[config.mk]
export PLATFORM = sky130hd
export DESIGN_NAME = euclidean_distance_engine
export DESIGN_NICKNAME = d
export VERILOG_FILES = /design/src/hdl/edist_pkg.sv /design/src/hdl/euclidean_distance_engine.sv /design/src/hdl/edist_front.sv /design/src/hdl/edist_queue.sv /design/src/hdl/edist_back.sv
export SDC_FILE = /design/constraint.sdc
export NUM_CORES = 1
export LEC_CHECK = 0
export BUFFER_PORTS_ARGS = -buffer_cell sky130_fd_sc_hd__buf_2
export CORE_MARGIN = 4
export CORE_UTILIZATION = 40
export CTS_BUF_LIST = sky130_fd_sc_hd__clkbuf_2 sky130_fd_sc_hd__clkbuf_4 sky130_fd_sc_hd__clkbuf_8
export CTS_CLUSTER_DIAMETER = 100
export DETAILED_ROUTE_END_ITERATION = 10
export GPL_ROUTABILITY_DRIVEN = 0
export PLACE_DENSITY = 0.57
export REMOVE_ABC_BUFFERS = 1
export SLEW_MARGIN = 10
export SYNTH_ARGS = -nofsm -noshare
export SYNTH_HDL_FRONTEND = slang
export SYNTH_HIERARCHICAL = 1
export SYNTH_SLANG_ARGS = --single-unit
export TNS_END_PERCENT = 10
[constraint.sdc]
create_clock -name clk -period 6.79 [get_ports clk]
set_clock_uncertainty 0.2 [all_clocks]
set_input_delay 1.358 -clock clk [delete_from_list [all_inputs] [get_ports clk]]
set_output_delay 1.358 -clock clk [all_outputs]
set_load 0.005 [all_outputs]
[src/hdl/edist_pkg.sv]
// shared types and constants for the euclidean distance engine
// no dependencies; used by all edist_* modules and the top level
package edist_pkg;

  localparam int COORD_W   = 16;
  localparam int MAG_W     = 16;
  localparam int SQ_W      = 2 * MAG_W;
  localparam int SUM_W     = 40;
  localparam int ROOT_W    = SUM_W / 2;
  localparam int SQRT_STEPS = ROOT_W;
  localparam int STEP_CNT_W = $clog2(SQRT_STEPS);
  localparam int REM_W     = ROOT_W + 2;

  localparam logic [SUM_W-1:0] SUM_MAX = {SUM_W{1'b1}};

  // default depth of the queue between accumulator and root unit
  localparam int QUEUE_DEPTH_DEF = 2;

  // finished sum of one vector pair, handed from front to back
  typedef struct packed {
    logic [SUM_W-1:0] sum;
    logic             ovf;
  } sum_entry_t;

  // queue status seen by the front and back parts
  typedef struct packed {
    logic full;
    logic empty;
  } queue_status_t;

endpackage

[src/hdl/euclidean_distance_engine.sv]
// Euclidean distance engine.
// Input channel (item_valid / item_stall): one coordinate pair per item,
// coord_a and coord_b signed Q8.8, last set on the final pair of a vector.
// Result channel (result_valid / result_stall): one item per vector pair,
// distance = floor(sqrt(sum of squared differences)) in unsigned Q12.8,
// saturated set when the 40-bit sum clipped at its maximum.
// Rate: the front takes one coordinate pair every cycle unless item_stall
// is high. The root unit resolves one result bit per cycle, so short vectors
// fill the sum queue and then item_stall rises until a slot frees.
// From the accepted last item to result_valid, when the root unit is free, a pair
// passes the magnitude and square pipe registers, accumulate and push, queue pop and 20 root steps.
// A stalled result holds in the output register while the front keeps
// accumulating the next vector pair behind it.
// Reset (rst, synchronous) clears the running sum, the queue, the pipe valid bits and
// the root unit state; no item or result is in flight afterwards.
// depends on edist_pkg, edist_front, edist_queue, edist_back
module euclidean_distance_engine #(
  parameter int QUEUE_DEPTH = edist_pkg::QUEUE_DEPTH_DEF
) (
  input  logic                                  clk,
  input  logic                                  rst,
  input  logic                                  item_valid,
  output logic                                  item_stall,
  input  logic signed [edist_pkg::COORD_W-1:0]  coord_a,
  input  logic signed [edist_pkg::COORD_W-1:0]  coord_b,
  input  logic                                  last,
  output logic                                  result_valid,
  input  logic                                  result_stall,
  output logic [edist_pkg::ROOT_W-1:0]          distance,
  output logic                                  saturated
);

  edist_pkg::queue_status_t q_status;
  edist_pkg::sum_entry_t    push_entry;
  edist_pkg::sum_entry_t    pop_entry;
  logic                     push;
  logic                     pop;

  // accumulator front
  edist_front u_front (
    .clk        (clk),
    .rst        (rst),
    .item_valid (item_valid),
    .item_stall (item_stall),
    .coord_a    (coord_a),
    .coord_b    (coord_b),
    .last       (last),
    .q_status   (q_status),
    .push       (push),
    .push_entry (push_entry)
  );

  // finished sums waiting for the root unit
  edist_queue #(
    .DEPTH (QUEUE_DEPTH)
  ) u_queue (
    .clk        (clk),
    .rst        (rst),
    .push       (push),
    .push_entry (push_entry),
    .pop        (pop),
    .pop_entry  (pop_entry),
    .status     (q_status)
  );

  // square root back end
  edist_back u_back (
    .clk          (clk),
    .rst          (rst),
    .q_status     (q_status),
    .pop_entry    (pop_entry),
    .pop          (pop),
    .result_valid (result_valid),
    .result_stall (result_stall),
    .distance     (distance),
    .saturated    (saturated)
  );

endmodule

[src/hdl/edist_front.sv]
// front part: takes coordinate pairs, squares the difference, accumulates
// with saturation and pushes the finished sum on the last item
// depends on edist_pkg
module edist_front (
  input  logic                                    clk,
  input  logic                                    rst,
  input  logic                                    item_valid,
  output logic                                    item_stall,
  input  logic signed [edist_pkg::COORD_W-1:0]    coord_a,
  input  logic signed [edist_pkg::COORD_W-1:0]    coord_b,
  input  logic                                    last,
  input  edist_pkg::queue_status_t                q_status,
  output logic                                    push,
  output edist_pkg::sum_entry_t                   push_entry
);

  logic                               adv;
  logic                               take;
  logic signed [edist_pkg::COORD_W:0] diff;
  logic [edist_pkg::COORD_W:0]        diff_abs;

  logic                               s1_valid;
  logic                               s1_last;
  logic [edist_pkg::MAG_W-1:0]        s1_mag;
  logic                               s2_valid;
  logic                               s2_last;
  logic [edist_pkg::SQ_W-1:0]         s2_sq;

  logic [edist_pkg::SUM_W-1:0]        sum;
  logic                               ovf;
  logic [edist_pkg::SUM_W:0]          total;
  logic                               hit;
  logic [edist_pkg::SUM_W-1:0]        sum_next;
  logic                               ovf_next;

  // hold the pipe only when a finished sum has nowhere to go
  assign adv        = !(s2_valid && s2_last && q_status.full);
  assign item_stall = !adv;
  assign take       = item_valid && adv;

  // magnitude of the difference, fits in 16 bits
  always_comb begin
    diff     = {coord_a[edist_pkg::COORD_W-1], coord_a} - {coord_b[edist_pkg::COORD_W-1], coord_b};
    diff_abs = diff[edist_pkg::COORD_W] ? (~diff + 1'b1) : diff;
  end

  // saturating accumulate of the square leaving stage two
  always_comb begin
    total    = {1'b0, sum} + {{(edist_pkg::SUM_W + 1 - edist_pkg::SQ_W){1'b0}}, s2_sq};
    hit      = total >= {1'b0, edist_pkg::SUM_MAX};
    sum_next = hit ? edist_pkg::SUM_MAX : total[edist_pkg::SUM_W-1:0];
    ovf_next = ovf || hit;
  end

  assign push           = adv && s2_valid && s2_last;
  assign push_entry.sum = sum_next;
  assign push_entry.ovf = ovf_next;

  // pipeline control
  always_ff @(posedge clk) begin
    if (rst) begin
      s1_valid <= 1'b0;
      s2_valid <= 1'b0;
    end else if (adv) begin
      s1_valid <= take;
      s2_valid <= s1_valid;
    end
  end

  // pipeline payload
  always_ff @(posedge clk) begin
    if (adv) begin
      s1_mag  <= diff_abs[edist_pkg::MAG_W-1:0];
      s1_last <= last;
      s2_sq   <= s1_mag * s1_mag;
      s2_last <= s1_last;
    end
  end

  // running sum, cleared after the last item of a vector pair
  always_ff @(posedge clk) begin
    if (rst) begin
      sum <= '0;
      ovf <= 1'b0;
    end else if (adv && s2_valid) begin
      if (s2_last) begin
        sum <= '0;
        ovf <= 1'b0;
      end else begin
        sum <= sum_next;
        ovf <= ovf_next;
      end
    end
  end

endmodule

[src/hdl/edist_queue.sv]
// short queue of finished sums between the accumulator and the root unit
// depends on edist_pkg
module edist_queue #(
  parameter int DEPTH = edist_pkg::QUEUE_DEPTH_DEF
) (
  input  logic                       clk,
  input  logic                       rst,
  input  logic                       push,
  input  edist_pkg::sum_entry_t      push_entry,
  input  logic                       pop,
  output edist_pkg::sum_entry_t      pop_entry,
  output edist_pkg::queue_status_t   status
);

  localparam int PTR_W = (DEPTH > 1) ? $clog2(DEPTH) : 1;
  localparam int CNT_W = $clog2(DEPTH + 1);

  edist_pkg::sum_entry_t entries [DEPTH];
  logic [PTR_W-1:0]      wr_ptr;
  logic [PTR_W-1:0]      rd_ptr;
  logic [CNT_W-1:0]      count;

  assign status.full  = (count == CNT_W'(DEPTH));
  assign status.empty = (count == '0);
  assign pop_entry    = entries[rd_ptr];

  // storage
  always_ff @(posedge clk) begin
    if (push) begin
      entries[wr_ptr] <= push_entry;
    end
  end

  // pointers and fill count
  always_ff @(posedge clk) begin
    if (rst) begin
      wr_ptr <= '0;
      rd_ptr <= '0;
      count  <= '0;
    end else begin
      if (push) begin
        wr_ptr <= (wr_ptr == PTR_W'(DEPTH - 1)) ? '0 : wr_ptr + 1'b1;
      end
      if (pop) begin
        rd_ptr <= (rd_ptr == PTR_W'(DEPTH - 1)) ? '0 : rd_ptr + 1'b1;
      end
      if (push && !pop) begin
        count <= count + 1'b1;
      end else if (pop && !push) begin
        count <= count - 1'b1;
      end
    end
  end

endmodule

[src/hdl/edist_back.sv]
// back part: bit-pair restoring square root of a 40-bit sum, one root bit
// per cycle, and the output register of the result channel
// depends on edist_pkg
module edist_back (
  input  logic                             clk,
  input  logic                             rst,
  input  edist_pkg::queue_status_t         q_status,
  input  edist_pkg::sum_entry_t            pop_entry,
  output logic                             pop,
  output logic                             result_valid,
  input  logic                             result_stall,
  output logic [edist_pkg::ROOT_W-1:0]     distance,
  output logic                             saturated
);

  typedef enum logic [2:0] {
    ST_IDLE = 3'b001,
    ST_RUN  = 3'b010,
    ST_DONE = 3'b100
  } back_state_t;

  back_state_t                         state;
  back_state_t                         state_next;
  logic [edist_pkg::SUM_W-1:0]         rad;
  logic [edist_pkg::REM_W-1:0]         rem;
  logic [edist_pkg::ROOT_W-1:0]        root;
  logic [edist_pkg::STEP_CNT_W-1:0]    cnt;
  logic                                ovf;

  logic [edist_pkg::REM_W:0]           rem_sh;
  logic [edist_pkg::REM_W:0]           trial;
  logic                                fits;
  logic [edist_pkg::REM_W-1:0]         rem_next;
  logic [edist_pkg::ROOT_W-1:0]        root_next;

  // one restoring step: bring down two bits, try 4*root+1
  always_comb begin
    rem_sh    = {rem[edist_pkg::REM_W-2:0], rad[edist_pkg::SUM_W-1 -: 2]};
    trial     = {1'b0, root, 2'b01};
    fits      = rem_sh >= trial;
    rem_next  = fits ? edist_pkg::REM_W'(rem_sh - trial) : rem_sh[edist_pkg::REM_W-1:0];
    root_next = {root[edist_pkg::ROOT_W-2:0], fits};
  end

  // sequencer
  always_comb begin
    pop        = 1'b0;
    state_next = state;
    unique case (state)
      ST_IDLE: begin
        if (!q_status.empty) begin
          pop        = 1'b1;
          state_next = ST_RUN;
        end
      end
      ST_RUN: begin
        if (cnt == '0) begin
          state_next = ST_DONE;
        end
      end
      ST_DONE: begin
        if (!result_stall) begin
          if (!q_status.empty) begin
            pop        = 1'b1;
            state_next = ST_RUN;
          end else begin
            state_next = ST_IDLE;
          end
        end
      end
      default: begin
        state_next = ST_IDLE;
      end
    endcase
  end

  assign result_valid = (state == ST_DONE);

  always_ff @(posedge clk) begin
    if (rst) begin
      state <= ST_IDLE;
    end else begin
      state <= state_next;
    end
  end

  // root datapath
  always_ff @(posedge clk) begin
    if (pop) begin
      rad  <= pop_entry.sum;
      ovf  <= pop_entry.ovf;
      rem  <= '0;
      root <= '0;
      cnt  <= edist_pkg::STEP_CNT_W'(edist_pkg::SQRT_STEPS - 1);
    end else if (state == ST_RUN) begin
      rad  <= {rad[edist_pkg::SUM_W-3:0], 2'b00};
      rem  <= rem_next;
      root <= root_next;
      cnt  <= cnt - 1'b1;
    end
  end

  // output register, loaded on the final step
  always_ff @(posedge clk) begin
    if (state == ST_RUN && cnt == '0) begin
      distance  <= root_next;
      saturated <= ovf;
    end
  end

endmodule

==> impl_metrics.prom <==
# TYPE chip_impl_metric gauge
chip_impl_info{name="status",value="finished, final reports clean"} 1
chip_impl_metric{name="rows",unit=""} 86
chip_impl_metric{name="die_height",unit="um"} 244
chip_impl_metric{name="hold_depth",unit=""} 0
chip_impl_metric{name="grt-ovfl-total",unit=""} 0
chip_impl_metric{name="clk_latency",unit="ns"} 0.61
chip_impl_metric{name="synth-warning-count",unit=""} 6
chip_impl_info{name="root_buffer",value="clkbuf_8"} 1
chip_impl_metric{name="dpl.hpwl",unit="mm"} 37.1
chip_impl_info{name="dr.max_layer_used",value="met4"} 1
chip_impl_metric{name="yosys_register_bits",unit=""} 290
chip_impl_info{name="critical_path.startpoint_type",value="flip-flop"} 1
chip_impl_metric{name="wl_met2",unit="mm"} 23.7
chip_impl_metric{name="area_growth_syn_to_layout",unit="%"} 10.3
chip_impl_metric{name="cts.sinks",unit=""} 290
chip_impl_metric{name="postSynthAreaPerCell",unit="um2"} 9.72
chip_impl_metric{name="post_synth_design_cell_area",unit="um2"} 22300
chip_impl_metric{name="synth_top_area_share",unit="%"} 26.0
chip_impl_metric{name="pin_count_of_the_biggest_net_entering_global_routing",unit=""} 67
chip_impl_info{name="timing.critical_path.to_type",value="flip-flop"} 1
chip_impl_metric{name="dp_worst_setup_slack",unit="ns"} 0.0394
chip_impl_metric{name="clock_transition_at_the_register_clock_pins_on_the_worst_setup_and_hold_paths_after_cts",unit="ns"} 0.06
chip_impl_metric{name="timing.final.crit_share",unit="%"} 96.2
chip_impl_metric{name="ctsHtreeMaxLevel",unit=""} 2
chip_impl_metric{name="synth-edff-count",unit=""} 193
chip_impl_metric{name="gate_count_after_technology_mapping",unit=""} 2289
chip_impl_metric{name="initial_core_util",unit="%"} 40.4
chip_impl_metric{name="worstPathRequired",unit="ns"} 6.94
chip_impl_metric{name="port-buffer-count",unit=""} 59
chip_impl_metric{name="final-max-slew-violation-count",unit=""} 0
chip_impl_metric{name="timing_hold_violations_final",unit=""} 0
chip_impl_info{name="post-synth-top-area-cell",value="edfxtp_1"} 1
chip_impl_metric{name="max-slew-margin-rel",unit="%"} 23.1
chip_impl_metric{name="drv.max_cap_violation_count",unit=""} 0
chip_impl_metric{name="die_w",unit="um"} 244
chip_impl_info{name="rsz0062_at_grt",value="no"} 1
chip_impl_metric{name="synth_sequential_area_ratio",unit="%"} 34.8
chip_impl_metric{name="final_layout_size_suffix_gt1_share",unit="%"} 11.9
chip_impl_metric{name="wirelength_met1",unit="mm"} 21.9
chip_impl_metric{name="synth_async_sr_flop_share",unit="%"} 0
chip_impl_metric{name="maxClockFrequency",unit="GHz"} 0.153
chip_impl_info{name="tritoncts",value="built"} 1
chip_impl_info{name="timing.setup.critical_path_class",value="reg -> reg"} 1
chip_impl_metric{name="cts.hold.buffers_added",unit=""} 0
chip_impl_info{name="hold_path.class",value="reg -> reg"} 1
chip_impl_metric{name="floorplan.io_pins",unit=""} 60
chip_impl_metric{name="routed_len_inst",unit="um"} 15.5
chip_impl_metric{name="worst-slew-pin-transition",unit="ns"} 1.15
chip_impl_metric{name="fin_ws",unit="ns"} 0.260
chip_impl_metric{name="via_count_of_the_first_global_routing_pass",unit=""} 16600
chip_impl_metric{name="core-area",unit="um2"} 55100
chip_impl_metric{name="route.detailed.drc",unit=""} 0
chip_impl_info{name="ys_top_cells_by_area",value="edfxtp_1 26%, fa_1 15%, ha_1 9.9%"} 1
chip_impl_metric{name="critical_path.max_fanout",unit=""} 8
chip_impl_metric{name="worst-endpoint-arrival",unit="ns"} 6.68
chip_impl_metric{name="clk_path_buf_depth",unit=""} 3
chip_impl_metric{name="number_of_library_cell_types_mapped_by_synthesis",unit=""} 85
chip_impl_metric{name="drt-vias-per-instance",unit=""} 5.10
chip_impl_metric{name="total_die_area",unit="um2"} 59500
chip_impl_metric{name="detail_route.first_pass.iterations",unit=""} 5
chip_impl_metric{name="totalWireLength",unit="mm"} 48.9
chip_impl_metric{name="number_of_antenna_violations_at_the_first_check_in_global_routing",unit=""} 0
chip_impl_metric{name="grt.total_usage",unit="%"} 16.4
chip_impl_metric{name="grt_first_pass_wirelength",unit="mm"} 81.8
chip_impl_metric{name="finalCriticalPeriod",unit="ns"} 6.53
chip_impl_metric{name="tns",unit="ns"} 0
chip_impl_metric{name="r2r.worst_path.cells",unit=""} 20
chip_impl_info{name="synth_flop_cell",value="edfxtp_1"} 1
chip_impl_metric{name="numCtsBuffers",unit=""} 49
chip_impl_metric{name="route.met3.wl",unit="mm"} 1.85
chip_impl_metric{name="nNetsFinal",unit=""} 2734
chip_impl_metric{name="setup_viol",unit=""} 0
chip_impl_metric{name="detailroute.via_count",unit=""} 16000
chip_impl_metric{name="antenna_violating_nets_post_route",unit=""} 0
chip_impl_metric{name="dr.first_iter.drc_count",unit=""} 760
[metal layers]
| metal | vias to the layer above | track usage, % |
|---|---|---|
| li1 | 7860 | - |
| met1 | 7776 | 21.2 |
| met2 | 312 | 28.5 |
| met3 | 87 | 2.49 |
| met4 | 0 | 5.25 |
| met5 | - | 0 |
[worst paths after layout]
kind | startpoint | endpoint | slack (ns)
setup / recovery | u_front/s1_mag[14] | u_front/s2_sq[31] | 0.26
hold / removal | u_back/ovf | u_back/saturated | 0.22
hold reg to reg | u_back/ovf | u_back/saturated | 0.22
setup reg to reg | u_front/s1_mag[14] | u_front/s2_sq[31] | 0.26
[logic make-up (layout without fill, tap and decap cells)]
logic type / after synthesis / count (layout) / synth area share, %
simple gates: 661 / 661 / 14.0
buf+inv: 415 / 523 / 7.23
compound gates: 400 / 400 / 11.5
fa+ha+maj: 341 / 341 / 24.7
flops: 290 / 290 / 34.8
xor+xnor: 117 / 117 / 4.60
mux: 65 / 65 / 3.17
other cells: 0 / 1 / 0
[stage by stage]
step	hold slack, ns	std cells	instance area, um2	util [%]
after floorplan	0.200	2204	21900	-
after global placement	0.206	3051	23400	42.5
after detailed placement	0.213	3051	23400	42.5
after CTS	0.225	3143	24500	44.4
after global routing	0.234	3145	24600	44.6
final	0.223	3146	24600	44.6
[timing repair]
item                                    CTS  global route
buffers inserted                          0             2
resized for setup                         0            14
endpoints found under the setup margin    0             5
[registers in the layout, indices dropped and copies added, names as in the netlist, named ones only]
name and cells:
u_front/s2_last 1, u_back/rem 21, u_front/sum 40, u_queue/count 2, u_front/s1_last 1, u_queue/wr_ptr 1, u_back/root 20, u_back/rad 40
u_front/s1_valid 1, u_front/s1_mag 16, u_front/s2_valid 1, u_queue/entries 82, u_front/s2_sq 31, u_front/ovf 1, u_back/cnt 5, u_queue/rd_ptr 1
u_back/saturated 1, u_back/ovf 1, u_back/distance 20, u_back/state 3
[worst max-delay path: stages, from the launching register on]
cell	delay, ns
edfxtp_1	0.57
nand2_1	0.19
fa_1	0.54
inv_1	0.06
fa_1	0.51
fa_1	0.55
fa_1	0.52
fa_1	0.55
inv_1	0.06
fa_1	0.53
inv_1	0.05
ha_1	0.34
a21o_1	0.19
a21oi_2	0.23
nand3_1	0.12
a41o_1	0.26
nand2_1	0.11
o2111ai_1	0.18
a31o_2	0.27
a21oi_1	0.17
xnor2_1	0.09
[cell usage after synthesis (24+ instances only)]
library cell,number
nand3_1,60
nand2_1,300
a21o_1,38
inv_1,329
o21ai_1,24
xnor2_1,74
and2_1,57
xor2_1,43
a21oi_1,121
edfxtp_1,193
dfxtp_1,97
fa_1,165
mux2_2,41
ha_1,176
clkbuf_1,66
nor2_1,98
o21ai_0,78
[cell usage in the layout (no fill, tap or decap), types with 6 or more instances in the layout]
master      n
ha_1      175
o31ai_1     9
fa_1      165
o21bai_1   11
o21a_1      9
nor2_1     97
nand3_1    59
or2_2      20
and2_1     56
xor2_1     43
edfxtp_1  193
dfxtp_1    96
nand4_1    12
xnor2_1    74
clkbuf_4   19
mux2_2     41
nand2_1   299
buf_4      42
a22oi_1    11
and3_1     15
a31oi_1    16
clkinv_2    6
nand2b_1   19
clkbuf_8   57
mux2i_1    21
a21oi_1   118
inv_1     329
a21o_1     38
buf_2      59
o21ai_1    25
clkinv_1    6
nor3_1     22
a211oi_1    8
nor2b_1    13
o21ai_0    76
or3_1       8
[cell type report]
cell class	count	area, um2
clock inverters	16	115
fillers	5322	30500
well taps	748	936
multi-input cells	1584	13000
diodes	1	2.50
inverters	330	1240
repair buffers	101	611
clock buffers	76	927
flip-flops and latches	290	7740
Power is not shown: default switching activity piles up to over one toggle a cycle in this logic, so the estimate is an artifact.
